===== config.mk =====
export PLATFORM = sky130hd
export DESIGN_NAME = rc_channel_frame_encoder
export DESIGN_NICKNAME = d
export VERILOG_FILES = /design/src/rtl/rcfe_pkg.sv /design/src/rtl/rcfe_front.sv /design/src/rtl/rcfe_fifo.sv /design/src/rtl/rcfe_back.sv /design/src/rtl/rc_channel_frame_encoder.sv
export SDC_FILE = /design/constraint.sdc
export NUM_CORES = 1
export LEC_CHECK = 0
export BUFFER_PORTS_ARGS = -buffer_cell sky130_fd_sc_hd__buf_2
export CORE_MARGIN = 8
export CORE_UTILIZATION = 55
export DETAILED_ROUTE_END_ITERATION = 8
export GPL_TIMING_DRIVEN = 0
export PLACE_DENSITY_LB_ADDON = 0.3
export SKIP_LAST_GASP = 1
export SYNTH_ARGS = -nofsm -noshare
export SYNTH_HDL_FRONTEND = slang
export SYNTH_SLANG_ARGS = --single-unit

===== constraint.sdc =====
create_clock -name clk -period 6 [get_ports clk]
set_input_delay 0.6 -clock clk [delete_from_list [all_inputs] [get_ports clk]]
set_output_delay 0.6 -clock clk [all_outputs]
set_load 0.01 [all_outputs]

===== src/rtl/rcfe_pkg.sv =====
`default_nettype none

package rcfe_pkg;

  localparam int CHANNELS = 16;
  localparam int CH_W = (CHANNELS > 1) ? $clog2(CHANNELS) : 1;
  localparam logic [CH_W-1:0] CH_LAST = CH_W'(CHANNELS - 1);

  localparam logic [7:0] HDR_BYTE = 8'h0F;
  localparam logic [7:0] FLAG_LOSS = 8'h04;
  localparam logic [7:0] FLAG_FAILSAFE = 8'h08;
  localparam logic [7:0] FOOT_BYTE = 8'h00;

  localparam logic [10:0] PW_LOW = 11'd990;
  localparam logic [10:0] PW_HIGH = 11'd2010;
  localparam logic [10:0] OUT_LOW = 11'd173;

  // (x - 990) * 1638 / 1020 equals (x - 990) * 273 / 170; the division by 170
  // is a multiplication by ceil(2^36 / 170), exact over the whole input range.
  localparam logic [8:0] SCALE_NUM = 9'd273;
  localparam logic [28:0] RECIP_170 = 29'd404232217;
  localparam int RECIP_SHIFT = 36;

  localparam int QDEPTH = 4;
  localparam int QAW = $clog2(QDEPTH);
  localparam int QCW = $clog2(QDEPTH + 1);
  localparam int OCC_W = QCW + 1;

  typedef struct packed {
    logic [10:0] value;
    logic first;
    logic last;
    logic loss;
    logic fsafe;
  } item_t;

  typedef enum logic [1:0] {
    PH_IDLE,
    PH_DATA,
    PH_FLAGS,
    PH_FOOT
  } phase_t;

endpackage

`default_nettype wire


===== src/rtl/rcfe_front.sv =====
`default_nettype none

module rcfe_front (
  input  wire logic               clk,
  input  wire logic               rst,
  input  wire logic               take,
  input  wire logic [10:0]        pulse_width,
  input  wire logic               signal_loss,
  input  wire logic               failsafe,
  output rcfe_pkg::item_t         item,
  output logic                    item_valid,
  output logic [1:0]              inflight
);
  import rcfe_pkg::*;

  logic [CH_W-1:0] ch;
  logic            a_valid;
  logic [18:0]     a_prod;
  item_t           a_item;
  logic            b_valid;
  logic [10:0]     b_quot;
  item_t           b_item;
  logic [10:0]     clamped;
  logic [9:0]      offset;
  logic [47:0]     recip_prod;

  always_comb begin
    priority if (pulse_width < PW_LOW) begin
      clamped = PW_LOW;
    end else if (pulse_width > PW_HIGH) begin
      clamped = PW_HIGH;
    end else begin
      clamped = pulse_width;
    end
    offset = 10'(clamped - PW_LOW);
    recip_prod = 48'(a_prod) * 48'(RECIP_170);
  end

  always_ff @(posedge clk) begin
    if (rst) begin
      ch <= '0;
      a_valid <= 1'b0;
      b_valid <= 1'b0;
    end else begin
      a_valid <= take;
      b_valid <= a_valid;
      if (take) begin
        ch <= (ch == CH_LAST) ? '0 : ch + 1'b1;
      end
    end
  end

  always_ff @(posedge clk) begin
    if (take) begin
      a_prod <= 19'(offset) * 19'(SCALE_NUM);
      a_item.value <= '0;
      a_item.first <= (ch == '0);
      a_item.last <= (ch == CH_LAST);
      a_item.loss <= signal_loss;
      a_item.fsafe <= failsafe;
    end
    if (a_valid) begin
      b_quot <= recip_prod[RECIP_SHIFT+10:RECIP_SHIFT];
      b_item <= a_item;
    end
  end

  always_comb begin
    item = b_item;
    item.value = b_quot + OUT_LOW;
    item_valid = b_valid;
    inflight = {1'b0, a_valid} + {1'b0, b_valid};
  end

endmodule

`default_nettype wire


===== src/rtl/rcfe_fifo.sv =====
`default_nettype none

module rcfe_fifo (
  input  wire logic               clk,
  input  wire logic               rst,
  input  wire logic               wr,
  input  wire rcfe_pkg::item_t    wr_item,
  input  wire logic               rd,
  output rcfe_pkg::item_t         rd_item,
  output logic                    rd_valid,
  output logic [rcfe_pkg::QCW-1:0] count
);
  import rcfe_pkg::*;

  item_t          entries [QDEPTH];
  logic [QAW-1:0] head;
  logic [QAW-1:0] tail;

  always_ff @(posedge clk) begin
    if (rst) begin
      head <= '0;
      tail <= '0;
      count <= '0;
    end else begin
      if (wr) begin
        tail <= tail + 1'b1;
      end
      if (rd) begin
        head <= head + 1'b1;
      end
      count <= count + QCW'(wr) - QCW'(rd);
    end
  end

  always_ff @(posedge clk) begin
    if (wr) begin
      entries[tail] <= wr_item;
    end
  end

  assign rd_item = entries[head];
  assign rd_valid = (count != '0);

endmodule

`default_nettype wire


===== src/rtl/rcfe_back.sv =====
`default_nettype none

module rcfe_back (
  input  wire logic               clk,
  input  wire logic               rst,
  input  wire rcfe_pkg::item_t    q_item,
  input  wire logic               q_valid,
  output logic                    q_pop,
  input  wire logic               pop,
  output logic                    empty,
  output logic [7:0]              frame_byte,
  output logic                    frame_end
);
  import rcfe_pkg::*;

  phase_t      phase;
  phase_t      phase_next;
  logic [17:0] acc;
  logic [17:0] acc_next;
  logic [4:0]  pend;
  logic [4:0]  pend_next;
  logic        last;
  logic        last_next;
  logic [7:0]  flags;
  logic [7:0]  flags_next;
  logic        out_valid;
  logic        slot_free;
  logic        emit;
  logic [7:0]  emit_byte;
  logic        emit_end;
  logic [17:0] merged;

  assign slot_free = !out_valid || pop;
  assign merged = acc | (18'(q_item.value) << pend[2:0]);

  always_comb begin
    phase_next = phase;
    if (slot_free) begin
      unique case (phase)
        PH_IDLE: begin
          if (q_valid) begin
            if (q_item.first || q_item.last || (pend + 5'd3 >= 5'd8)) begin
              phase_next = PH_DATA;
            end
          end
        end
        PH_DATA: begin
          priority if (pend >= 5'd8) begin
            if (!last && (pend - 5'd8 < 5'd8)) begin
              phase_next = PH_IDLE;
            end
          end else if (!last) begin
            phase_next = PH_IDLE;
          end else if (pend != '0) begin
            phase_next = PH_FLAGS;
          end else begin
            phase_next = PH_FOOT;
          end
        end
        PH_FLAGS: phase_next = PH_FOOT;
        PH_FOOT: phase_next = PH_IDLE;
        default: phase_next = PH_IDLE;
      endcase
    end
  end

  always_comb begin
    acc_next = acc;
    pend_next = pend;
    last_next = last;
    flags_next = flags;
    emit = 1'b0;
    emit_byte = FOOT_BYTE;
    emit_end = 1'b0;
    q_pop = 1'b0;
    if (slot_free) begin
      unique case (phase)
        PH_IDLE: begin
          if (q_valid) begin
            q_pop = 1'b1;
            emit = 1'b1;
            last_next = q_item.last;
            flags_next = (q_item.loss ? FLAG_LOSS : 8'h00) |
                         (q_item.fsafe ? FLAG_FAILSAFE : 8'h00);
            if (q_item.first) begin
              emit_byte = HDR_BYTE;
              acc_next = merged;
              pend_next = pend + 5'd11;
            end else begin
              emit_byte = merged[7:0];
              acc_next = merged >> 8;
              pend_next = pend + 5'd3;
            end
          end
        end
        PH_DATA: begin
          priority if (pend >= 5'd8) begin
            emit = 1'b1;
            emit_byte = acc[7:0];
            acc_next = acc >> 8;
            pend_next = pend - 5'd8;
          end else if (!last) begin
            emit = 1'b0;
          end else if (pend != '0) begin
            emit = 1'b1;
            emit_byte = acc[7:0];
            acc_next = '0;
            pend_next = '0;
          end else begin
            emit = 1'b1;
            emit_byte = flags;
          end
        end
        PH_FLAGS: begin
          emit = 1'b1;
          emit_byte = flags;
        end
        PH_FOOT: begin
          emit = 1'b1;
          emit_byte = FOOT_BYTE;
          emit_end = 1'b1;
          acc_next = '0;
          pend_next = '0;
        end
        default: emit = 1'b0;
      endcase
    end
  end

  always_ff @(posedge clk) begin
    if (rst) begin
      phase <= PH_IDLE;
      acc <= '0;
      pend <= '0;
      out_valid <= 1'b0;
    end else begin
      phase <= phase_next;
      acc <= acc_next;
      pend <= pend_next;
      if (slot_free) begin
        out_valid <= emit;
      end
    end
  end

  always_ff @(posedge clk) begin
    last <= last_next;
    flags <= flags_next;
    if (slot_free && emit) begin
      frame_byte <= emit_byte;
      frame_end <= emit_end;
    end
  end

  assign empty = !out_valid;

endmodule

`default_nettype wire


===== src/rtl/rc_channel_frame_encoder.sv =====
// Radio-control channel frame encoder.
// Input queue side: present one channel request (pulse_width, signal_loss,
// failsafe) with push; it is taken at a clock edge where push is high and
// full is low. Channels arrive in order, 16 per frame; the flags are used
// only with the last channel of a frame.
// Output queue side: the oldest frame byte sits on frame_byte/frame_end
// while empty is low and is taken at an edge where pop is high. A frame is
// header 0x0F, 22 packed payload bytes, a flags byte and a 0x00 footer that
// carries frame_end.
// Latency: the first byte caused by a request appears once it has passed
// the second scaling stage, the queue write and the packer's output
// register.
// Throughput: the packer sends one byte per cycle while requests are queued
// and the receiver does not stall; a frame of 16 requests is 25 bytes. A
// four-entry queue lets the scaling pipeline take requests in consecutive
// cycles until it fills.
// Reset clears the channel count, the queue and the bit accumulator, so the
// next request starts a new frame. When the receiver stalls, the waiting
// byte holds, the packer stops, and full rises once the queue and the
// scaling stages hold four requests.
`default_nettype none

module rc_channel_frame_encoder (
  input  wire logic        clk,
  input  wire logic        rst,
  input  wire logic        push,
  output logic             full,
  input  wire logic [10:0] pulse_width,
  input  wire logic        signal_loss,
  input  wire logic        failsafe,
  output logic             empty,
  input  wire logic        pop,
  output logic [7:0]       frame_byte,
  output logic             frame_end
);
  import rcfe_pkg::*;

  item_t            f_item;
  logic             f_valid;
  logic [1:0]       inflight;
  item_t            q_item;
  logic             q_valid;
  logic             q_pop;
  logic [QCW-1:0]   q_count;
  logic [OCC_W-1:0] occupancy;
  logic             take;

  assign occupancy = OCC_W'(q_count) + OCC_W'(inflight);
  assign full = (occupancy >= OCC_W'(QDEPTH));
  assign take = push && !full;

  rcfe_front u_front (
    .clk         (clk),
    .rst         (rst),
    .take        (take),
    .pulse_width (pulse_width),
    .signal_loss (signal_loss),
    .failsafe    (failsafe),
    .item        (f_item),
    .item_valid  (f_valid),
    .inflight    (inflight)
  );

  rcfe_fifo u_fifo (
    .clk      (clk),
    .rst      (rst),
    .wr       (f_valid),
    .wr_item  (f_item),
    .rd       (q_pop),
    .rd_item  (q_item),
    .rd_valid (q_valid),
    .count    (q_count)
  );

  rcfe_back u_back (
    .clk        (clk),
    .rst        (rst),
    .q_item     (q_item),
    .q_valid    (q_valid),
    .q_pop      (q_pop),
    .pop        (pop),
    .empty      (empty),
    .frame_byte (frame_byte),
    .frame_end  (frame_end)
  );

`ifndef SYNTHESIS
  a_occupancy_bound: assert property (@(posedge clk) disable iff (rst)
    occupancy <= OCC_W'(QDEPTH))
    else $error("queue occupancy exceeds its depth");

  a_pop_needs_data: assert property (@(posedge clk) disable iff (rst)
    q_pop |-> q_valid)
    else $error("packer read an empty queue");

  a_no_write_when_full: assert property (@(posedge clk) disable iff (rst)
    (f_valid && !q_pop) |-> (q_count < QCW'(QDEPTH)))
    else $error("scaled request written into a full queue");

  a_reset_clears: assert property (@(posedge clk)
    rst |=> (q_count == '0 && empty))
    else $error("queue or output not clear after reset");
`endif

endmodule

`default_nettype wire

==> Word-level counts from Yosys, hierarchy flattened <==
Memory sizes are Yosys's and may differ from the RTL's. A register that Yosys moved wholly into a read port is not among the register bits.
Index checks and enable logic that the tools add are counted.
{ "classes": {"add_sub_neg": 12, "mul": 2, "div_mod_pow": 0, "magnitude_cmp": 6, "eq_ne": 9, "n_shift": 1, "muxes": 42, "n_bitwise": 2, "reduce_logical": 18} }
{ "ops": {"columns": ["operator", "n"], "rows": [
  ["2-to-1 mux 18 bit", 5],
  ["case mux 18 bit (3 select lines)", 1],
  ["multiplier 19 x 29 -> 47 bit, second input constant", 1],
  ["2-to-1 mux 8 bit", 5],
  ["case mux 8 bit (4 select lines)", 1],
  ["2-to-1 mux 5 bit", 5],
  ["2-to-1 mux 10 bit", 2],
  ["multiplier 10 x 9 -> 19 bit, second input constant", 1],
  ["OR 18 bit", 1],
  ["<< shifter 11 x 3 -> 18 bit", 1],
  ["case mux 5 bit (3 select lines)", 1],
  ["2-to-1 mux 2 bit", 7],
  ["adder 11 x 8 -> 11 bit, second input constant", 1],
  ["> comparator 11 bit, second input constant", 1],
  ["< comparator 11 x 10 -> 1 bit, second input constant", 1],
  ["greater-or-equal comparator 5 x 4 -> 1 bit, second input constant", 2],
  ["2-to-1 mux 1 bit", 10],
  ["subtractor 10 bit, second input constant", 1],
  ["2-to-1 mux 4 bit", 2],
  ["OR 8 bit", 1],
  ["case mux 2 bit (4 select lines)", 1],
  ["!= test 3 x 1 -> 1 bit, second input constant", 2],
  ["nonzero test 3 bit", 2],
  ["adder 5 x 2 -> 5 bit, second input constant", 1],
  ["other kinds (28)", 36]
]} }
{ "word_totals": {"reg_bits": 95, "latch_bits": 0, "ramBits": 60, "romBits": 0, "inputBits": 17, "wordCells": 117, "mem_count": 1} }
{ "memory_table": {"columns": ["name", "words", "width", "rd", "rd_ports_with_merged_regs", "write_ports", "line", "rtl"], "rows": [
  ["u_fifo.entries", 4, 15, 1, 1, 1, "rcfe_fifo.sv:15", "item_t entries [QDEPTH];"]
]} }

==> Logic depth before layout (Yosys ltp) <==
Gate-level depths: netlist of run 1.
{ "depth": {"word_depth": 6, "mapped_depth": 22, "depth_no_buf": 21} }

==> Hierarchy <==
A second synthesis of run 1 with hierarchy kept.
{ "hier_totals": {"cells_unflattened": 1166, "area_unflattened_um2": 12416.9} }
{ "modules_own_cells": {"columns": ["mod", "instances", "cells_per_inst", "area_per_inst_um2", "seq_area_each_um2"], "rows": [
  ["rcfe_front", 1, 747, 7203.2, 1261.2],
  ["rcfe_fifo", 1, 119, 2628.8, 1981.9],
  ["rcfe_back", 1, 295, 2551.2, 880.8],
  ["rc_channel_frame_encoder", 1, 5, 33.8, 0.0]
]} }

==> Least setup slack after synthesis of run 1 <==
OpenSTA, ideal clock, no wires.
{ "synth_path": {"path_type": "input -> register", "from": "input port pulse_width[0]", "to": "register u_front.a_prod[16], data pin", "setup_time_ns": 0.269, "t_arrival_ns": 4.720, "required_ns": 5.731, "slack_ns": 1.010, "cell_stages": 20, "path_buffers": 0, "path_cell_list": "nand4b_1 a221o_1 a31o_2 or2_2 ha_1 and4_1 nor2_1 o22ai_1 ha_1 fa_1 ha_1 ha_1 inv_1 nor2_1 nor2_1 o21bai_1 a21oi_1 o21ai_0 a2111oi_0 nor3_1"} }
{ "synth_between": {"elab_chain_cells": 5} }
{ "synth_rtl": {"columns": ["element", "line", "rtl"], "rows": [
  ["start, declared", "rc_channel_frame_encoder.sv:28", "input wire logic [10:0] pulse_width,"],
  ["> comparator 11 bit", "rcfe_front.sv:30", "end else if (pulse_width > PW_HIGH) begin"],
  ["2-to-1 mux 10 bit", "rcfe_front.sv:30", null],
  ["2-to-1 mux 10 bit *", "rcfe_front.sv:28", "priority if (pulse_width < PW_LOW) begin"],
  ["subtractor 10 bit *", "rcfe_front.sv:35", "offset = 10'(clamped - PW_LOW);"],
  ["multiplier 10 x 9 -> 19 bit *", "rcfe_front.sv:55", "a_prod <= 19'(offset) * 19'(SCALE_NUM);"],
  ["end signal, assigned", "rcfe_front.sv:55", null],
  ["end, declared", "rcfe_front.sv:18", "logic [18:0] a_prod;"]
]} }
Every way passes the cells marked *; elsewhere a longest branch is shown, timed or not.
A chain may end at the register's enable or synchronous reset.

==> Worst setup path after layout of run 1 <==
{ "layout_path": {"from": "register u_front.a_prod[13]", "to": "register u_front.b_quot[8], data pin"} }
{ "layout_between": {"elab_chain_cells": 1} }
{ "layout_rtl": {"columns": ["element", "line", "rtl"], "rows": [
  ["multiplier 19 x 29 -> 47 bit", "rcfe_front.sv:36", "recip_prod = 48'(a_prod) * 48'(RECIP_170);"],
  ["net u_front.recip_prod[44]", "rcfe_front.sv:25", "logic [47:0] recip_prod;"],
  ["end signal, assigned", "rcfe_front.sv:63", "b_quot <= recip_prod[RECIP_SHIFT+10:RECIP_SHIFT];"],
  ["end, declared", "rcfe_front.sv:21", "logic [10:0] b_quot;"]
]} }
The timed path passes the listed nets, and every way through them passes these cells.

==> results.json, run 1 <==
{
  "run_status": "completed",
  "ant_nets": 0,
  "synth_area_um2": 12100,
  "clk_latency_ps": 420,
  "worstPathRequired_ps": 6170,
  "grt_overflow": 0,
  "cp_data_arrival_time_ps": 5770,
  "crit_chain": "ha_1, ha_1, inv_1, fa_1, fa_1, fa_1, fa_1, inv_1, ha_1, a211oi_1, o21ai_0, a221oi_1, o21ai_1, o21ai_0, o311ai_1, a31oi_1, xnor2_1",
  "critPathSlowestCell": "o21ai_0",
  "post-route-min-period_ps": 5590,
  "syn_to_final_growth_pct": 8.98,
  "tightest_slew_ps": 901,
  "syn_inst": 1141,
  "hold_violations": 0,
  "r2r-start": "u_front.a_prod[13]$_DFFE_PP_",
  "crit_fanout": 4,
  "cts_made_buffers": 17,
  "die_w_um": 164,
  "clockRootBuffer": "clkbuf_16",
  "drc_errors": 0,
  "synth_area_leaders": "edfxtp_1 27%, ha_1 19%, fa_1 11%, dfxtp_1 6.8%, inv_1 4.7%",
  "r2r_setup_slack_ps": 410,
  "endpoint_kind": "register",
  "antenna_cells": 0,
  "fmax_ghz": 0.179,
  "whs_endpoint": "u_front.a_item[1]$_DFFE_PP_",
  "maxCapViolCount": 0,
  "synth_top_area_cell": "edfxtp_1",
  "synth-seq-area-share_pct": 34.2,
  "async_reset_ff_share_pct": 0,
  "reg2regPathDepth": 17,
  "ys_seq_elements": 151,
  "grt_max_degree": 25,
  "cpPeakStageDelay_ps": 540,
  "vias_per_cell": 5.82,
  "dp_hpwl_um": 20600,
  "synth_fp_nets": 1403,
  "min_from": "signal_loss",
  "crit_path_start": "u_front.a_prod[13]$_DFFE_PP_",
  "place_congestion": 0.891,
  "path_delay_family": "adder cells",
  "hold_depth": 1,
  "cts.sinks": 151,
  "cts_max_path_buffers": 2,
  "hold_path.class": "in2reg",
  "postCtsSetupBuffers": 0,
  "drt_wl_total_um": 26300,
  "vias": 8606,
  "grt.total_usage_pct": 20.2,
  "grt_pass1_vias": 8604,
  "rows": 54,
  "rsz0062_at_grt": "no",
  "timing.final.crit_share_pct": 93.2,
  "critical_path_depth": 17,
  "yosys_most_used_dff": "edfxtp_1",
  "grt_pass1_wl_um": 43100,
  "ctsResizeCount": 0,
  "finalSetupViolations": 0,
  "maxSlewViolCount": 0,
  "io_buffers": 26,
  "reg2reg_to": "u_front.b_quot[8]$_DFFE_PP_",
  "synth_cell_types": 71,
  "drtIter0Drc": 537,
  "core-area_um2": 21700,
  "synth_top_cell_area_share_pct": 27.4,
  "antenna_found_initial": 0,
  "cts_tree": "yes",
  "path_buf_inv": 2,
  "yosysWarnings": 0,
  "dr.pass1.iters": 5,
  "ioPinCount": 28,
  "place_inst": 1447,
  "clkTransAtPathRegs_ps": 60,
  "fin_cells": 1479,
  "wl_per_cell_um": 17.8,
  "htreeDepth": 4,
  "relSlewSlack_pct": 39.9,
  "cp_common_cell": "fa_1",
  "synth-edff-count": 110,
  "hold_buffers": 0,
  "worst_clock_skew_ps": 8.71,
  "critPathKind": "reg2reg",
  "nNetsFinal": 1448,
  "initial_core_util_pct": 55.7,
  "start_kind": "register",
  "die_area_um2": 26900,
  "drive_above_1_share_pct": 8.17,
  "syn_avg_cell_area_um2": 10.6,
  "setup_tns_ps": 0,
  "die_h_um": 164
}
[cells by family after synthesis]
logic type               after synthesis  share of synthesized area, %
AO/OA/AOI/OAI                        229                          12.3
XOR/XNOR                              40                          2.90
adder cells (fa/ha/maj)              246                          29.5
buffers and inverters                178                          5.85
flip-flops                           151                          34.2
multiplexers                          39                          5.17
AND/OR/NAND/NOR                      258                          10.1
[cell usage after synthesis (3+ instances only)]
cell	instances
a211oi_1	24
a21o_1	22
a21oi_1	60
a221o_1	3
a22oi_1	13
a31o_2	3
a31oi_1	8
and2_1	11
and3_1	7
buf_2	7
clkbuf_1	13
dfxtp_1	41
edfxtp_1	110
fa_1	65
ha_1	180
inv_1	150
mux2_2	9
mux2i_1	14
mux4_1	8
mux4_2	6
nand2_1	51
nand2b_1	10
nand3_1	21
nand3b_1	3
nand4_1	7
nor2_1	93
nor2b_1	9
nor3_1	27
nor3_2	3
nor4_1	4
o21a_1	11
o21ai_0	40
o21ai_1	7
o21bai_1	5
o22ai_1	3
o31ai_1	6
or3_1	5
xnor2_1	32
xor2_1	8
[per-stage QoR]
| step | cell area [um2] | utilization (%) | setup slack [ps] | hold WS, ps |
|---|---|---|---|---|
| floorplan | 12100 | - | 1010 | 400 |
| global placement | 12600 | 57.9 | 456 | 403 |
| detailed placement | 12600 | 57.9 | 429 | 405 |
| CTS | 13200 | 60.7 | 397 | 333 |
| global route | 13200 | 60.7 | 123 | 334 |
| finish | 13200 | 60.7 | 405 | 351 |
[layout make-up]
class | instances | area (um2)
clock inverters | 14 | 174
multi-input cells | 812 | 7240
flip-flops and latches | 151 | 4120
clock buffers | 18 | 429
repair buffers | 26 | 130
plain buffers | 25 | 131
fillers | 1720 | 8530
well taps | 280 | 350
inverters | 153 | 574
[how the worst max path moves through the flow]
stage | end | slack, ps
2_1_floorplan | u_front.a_prod[16]$_DFFE_PP_ | 1010
3_3_place_gp | u_front.b_quot[8]$_DFFE_PP_ | 460
3_5_place_dp | u_front.b_quot[7]$_DFFE_PP_ | 430
4_1_cts | u_front.b_quot[8]$_DFFE_PP_ | 400
5_1_grt | u_front.b_quot[8]$_DFFE_PP_ | 120
6_report | u_front.b_quot[8]$_DFFE_PP_ | 410
[worst reg2reg max path, delay by kind of cell, from the launching register on]
| family | cells | cell delay [ps] |
|---|---|---|
| xor gates and xnor gates | 1 | 80 |
| AOI/OAI and AO/OA | 7 | 1750 |
| buffers and inverters | 2 | 110 |
| adders and majority gates | 7 | 2920 |
| DFF | 1 | 490 |
[cells in the final DEF (no fill, tap or decap), types with 8 or more instances in the layout]
| master | netlist | routed |
|---|---|---|
| a21o_1 | 22 | 22 |
| xor2_1 | 8 | 8 |
| mux4_1 | 8 | 8 |
| o21a_1 | 11 | 11 |
| nor2_1 | 93 | 93 |
| dfxtp_1 | 41 | 41 |
| mux2i_1 | 14 | 14 |
| nand3_1 | 21 | 21 |
| buf_2 | 7 | 33 |
| edfxtp_1 | 110 | 110 |
| clkbuf_16 | 0 | 17 |
| o21ai_0 | 40 | 40 |
| xnor2_1 | 32 | 32 |
| a211oi_1 | 24 | 24 |
| a31oi_1 | 8 | 8 |
| fa_1 | 65 | 65 |
| nor3_1 | 27 | 27 |
| nand2b_1 | 10 | 10 |
| mux2_2 | 9 | 9 |
| inv_1 | 150 | 150 |
| clkbuf_1 | 13 | 14 |
| nor2b_1 | 9 | 9 |
| ha_1 | 180 | 180 |
| a21oi_1 | 60 | 60 |
| and2_1 | 11 | 11 |
| a22oi_1 | 13 | 13 |
| nand2_1 | 51 | 51 |
[sequential cells by signal (all words and copies together), names as in the netlist, 2 cells and up, named ones only]
name,flops
u_back.acc,18
u_back.flags,2
u_back.frame_byte,8
u_back.pend,5
u_fifo.count,3
u_fifo.entries,60
u_fifo.head,2
u_fifo.tail,2
u_front.a_item,4
u_front.a_prod,19
u_front.b_quot,11
u_front.ch,4
u_front.item,4
[per-layer routing]
layer / wire length, um / GRT usage (%)
met3: 1340 / 2.76
met4: 443 / 6.53
met2: 12400 / 32.6
met1: 12100 / 27.7
met5: 0 / 0
Power of run 1 is not shown: default switching activity piles up to over one toggle a cycle in this logic, so the estimate is an artifact.
==> run 2: changes to the inputs <==
--- a/config.mk
+++ b/config.mk
@@ -7,7 +7,7 @@
 export LEC_CHECK = 0
 export BUFFER_PORTS_ARGS = -buffer_cell sky130_fd_sc_hd__buf_2
 export CORE_MARGIN = 8
-export CORE_UTILIZATION = 55
+export CORE_UTILIZATION = 40
 export DETAILED_ROUTE_END_ITERATION = 8
 export GPL_TIMING_DRIVEN = 0
 export PLACE_DENSITY_LB_ADDON = 0.3
==> run 2 against run 1 <==
  * Cell count up 7.4%
  * Register-to-register slack lost 60 ps
  * Worst setup slack worse by 57 ps
  * Global-route usage decreased by 5.3 points
  * Via count is 1.3% lower
  * Clock skew grew 2.7 ps
  * Sequential cell count is the same
  * Maximum frequency down 1.0%
  * Non-clock buffer count stayed put
  * Core utilization down 16 points
  * Critical endpoint is now u_front.b_quot[7]$_DFFE_PP_
  * Highest routed layer unchanged
==> results.json, run 2 (synthesis gave the netlist of run 1 again) <==
{
  "ctsResizeCount": 0,
  "hold_depth": 1,
  "grt_pass1_wl_um": 43500,
  "maxSlewViolCount": 0,
  "ioPinCount": 28,
  "grt_overflow": 0,
  "syn_to_final_growth_pct": 9.72,
  "biggestRegsByFlops": "u_fifo.entries (60), u_front.a_prod (19), u_back.acc (18)",
  "cp_data_arrival_time_ps": 5830,
  "worst_slack_ps": 348,
  "maxCapViolCount": 0,
  "initial_core_util_pct": 40.6,
  "most-common-layout-cells": "180 x ha_1, 150 x inv_1, 110 x edfxtp_1, 93 x nor2_1, 65 x fa_1",
  "hold_violations": 0,
  "whs_ps": 378,
  "reg2regPathDepth": 18,
  "largest_reg_flops": 60,
  "r2r-start": "u_front.a_prod[14]$_DFFE_PP_",
  "tightest_slew_ps": 866,
  "nFillCells": 2799,
  "rows": 63,
  "seq_area_um2": 4120,
  "largest_register": "u_fifo.entries",
  "pre_cts_slack_ps": 391,
  "run_status": "completed",
  "grt.total_usage_pct": 15.0,
  "cts_made_buffers": 17,
  "drive_above_1_share_pct": 8.17,
  "die_w_um": 190,
  "multi_input_area_um2": 7240,
  "clockRootBuffer": "clkbuf_16",
  "cts.sinks": 151,
  "setup_tns_ps": 0,
  "reg2reg_to": "u_front.b_quot[7]$_DFFE_PP_",
  "htreeDepth": 4,
  "clk_latency_ps": 430,
  "drt_wl_total_um": 26300,
  "critPathKind": "reg2reg",
  "io_buffers": 26,
  "fmax_ghz": 0.177,
  "place_congestion": 0.914,
  "dp_hpwl_um": 21500,
  "r2r_setup_slack_ps": 350,
  "antenna_cells": 0,
  "grt_pass1_vias": 8655,
  "clkTransAtPathRegs_ps": 70,
  "drc_errors": 0,
  "cts_max_path_buffers": 2,
  "timing.final.crit_share_pct": 94.2,
  "rsz0062_at_grt": "no",
  "wl_per_cell_um": 16.5,
  "vias_per_cell": 5.34,
  "final_common_cell": "ha_1",
  "nNetsFinal": 1448,
  "hold_path.class": "in2reg",
  "postCtsSetupBuffers": 0,
  "whs_endpoint": "u_front.a_item[0]$_DFFE_PP_",
  "post-route-min-period_ps": 5650,
  "relSlewSlack_pct": 42.2,
  "core-area_um2": 29700,
  "ant_nets": 0,
  "hold_buffers": 0,
  "die_area_um2": 36000,
  "cts_tree": "yes",
  "dr.pass1.iters": 5,
  "drtIter0Drc": 552,
  "vias": 8491,
  "grt_max_degree": 25,
  "min_from": "failsafe",
  "worstPathRequired_ps": 6180,
  "die_h_um": 190,
  "antenna_found_initial": 0,
  "crit_fanout": 3,
  "endpoint_kind": "register",
  "worst_clock_skew_ps": 11.4,
  "finalSetupViolations": 0,
  "start_kind": "register"
}
run 2: cell types whose count changed in the layout (fill, tap and decap cells not counted), sizes merged:
| cell | before | now |
|---|---|---|
| bufinv | 3 | 0 |
| clkinv | 6 | 3 |
| inv | 155 | 161 |
run 2: stage by stage:
step,area (um2),std cells,utilization [%]
CTS,13200,1589,44.6
global placement,12700,1557,42.7
finish,13200,1589,44.6
global route,13200,1589,44.6
detailed placement,12700,1557,42.7
floorplan,12100,1141,-
run 2: how the worst max path moves through the flow:
stage	end	cells past startpoint	startpoint
after detailed placement	u_front.b_quot[8]$_DFFE_PP_	17	u_front.a_prod[13]$_DFFE_PP_
after CTS	u_front.b_quot[8]$_DFFE_PP_	17	u_front.a_prod[14]$_DFFE_PP_
after floorplan	u_front.a_prod[16]$_DFFE_PP_	20	pulse_width[0]
after global routing	u_front.b_quot[7]$_DFFE_PP_	17	u_front.a_prod[13]$_DFFE_PP_
after global placement	u_front.b_quot[8]$_DFFE_PP_	17	u_front.a_prod[15]$_DFFE_PP_
final	u_front.b_quot[7]$_DFFE_PP_	18	u_front.a_prod[14]$_DFFE_PP_
run 2: layout make-up:
cell class | instances | share of cell area (%)
plain buffers | 25 | 0.992
flip-flops and latches | 151 | 31.1
inverters | 153 | 4.34
repair buffers | 26 | 0.982
multi-input cells | 812 | 54.7
well taps | 390 | 3.68
clock buffers | 18 | 3.24
clock inverters | 14 | 0.954
run 2: critical path: stages (launching register included):
cell and delay [ps]:
edfxtp_1 450, ha_1 360, ha_1 210, fa_1 490, inv_1 70, fa_1 500, inv_1 60, fa_1 530
inv_1 60, fa_1 500, inv_1 40, ha_1 300, nand3_1 120, or3_1 390, o21ai_1 260, o21ai_0 280
o31ai_1 460, a21boi_0 180, xnor2_1 140
run 2: routing by layer:
layer	GRT usage [%]	up-vias	part of all wire [%]
met2	25.9	205	49
li1	-	4168	-
met1	19.0	4080	45
met5	0	-	0
met3	2.80	38	4.3
met4	3.91	0	1.4
Power of run 2 is left out for the same reason.
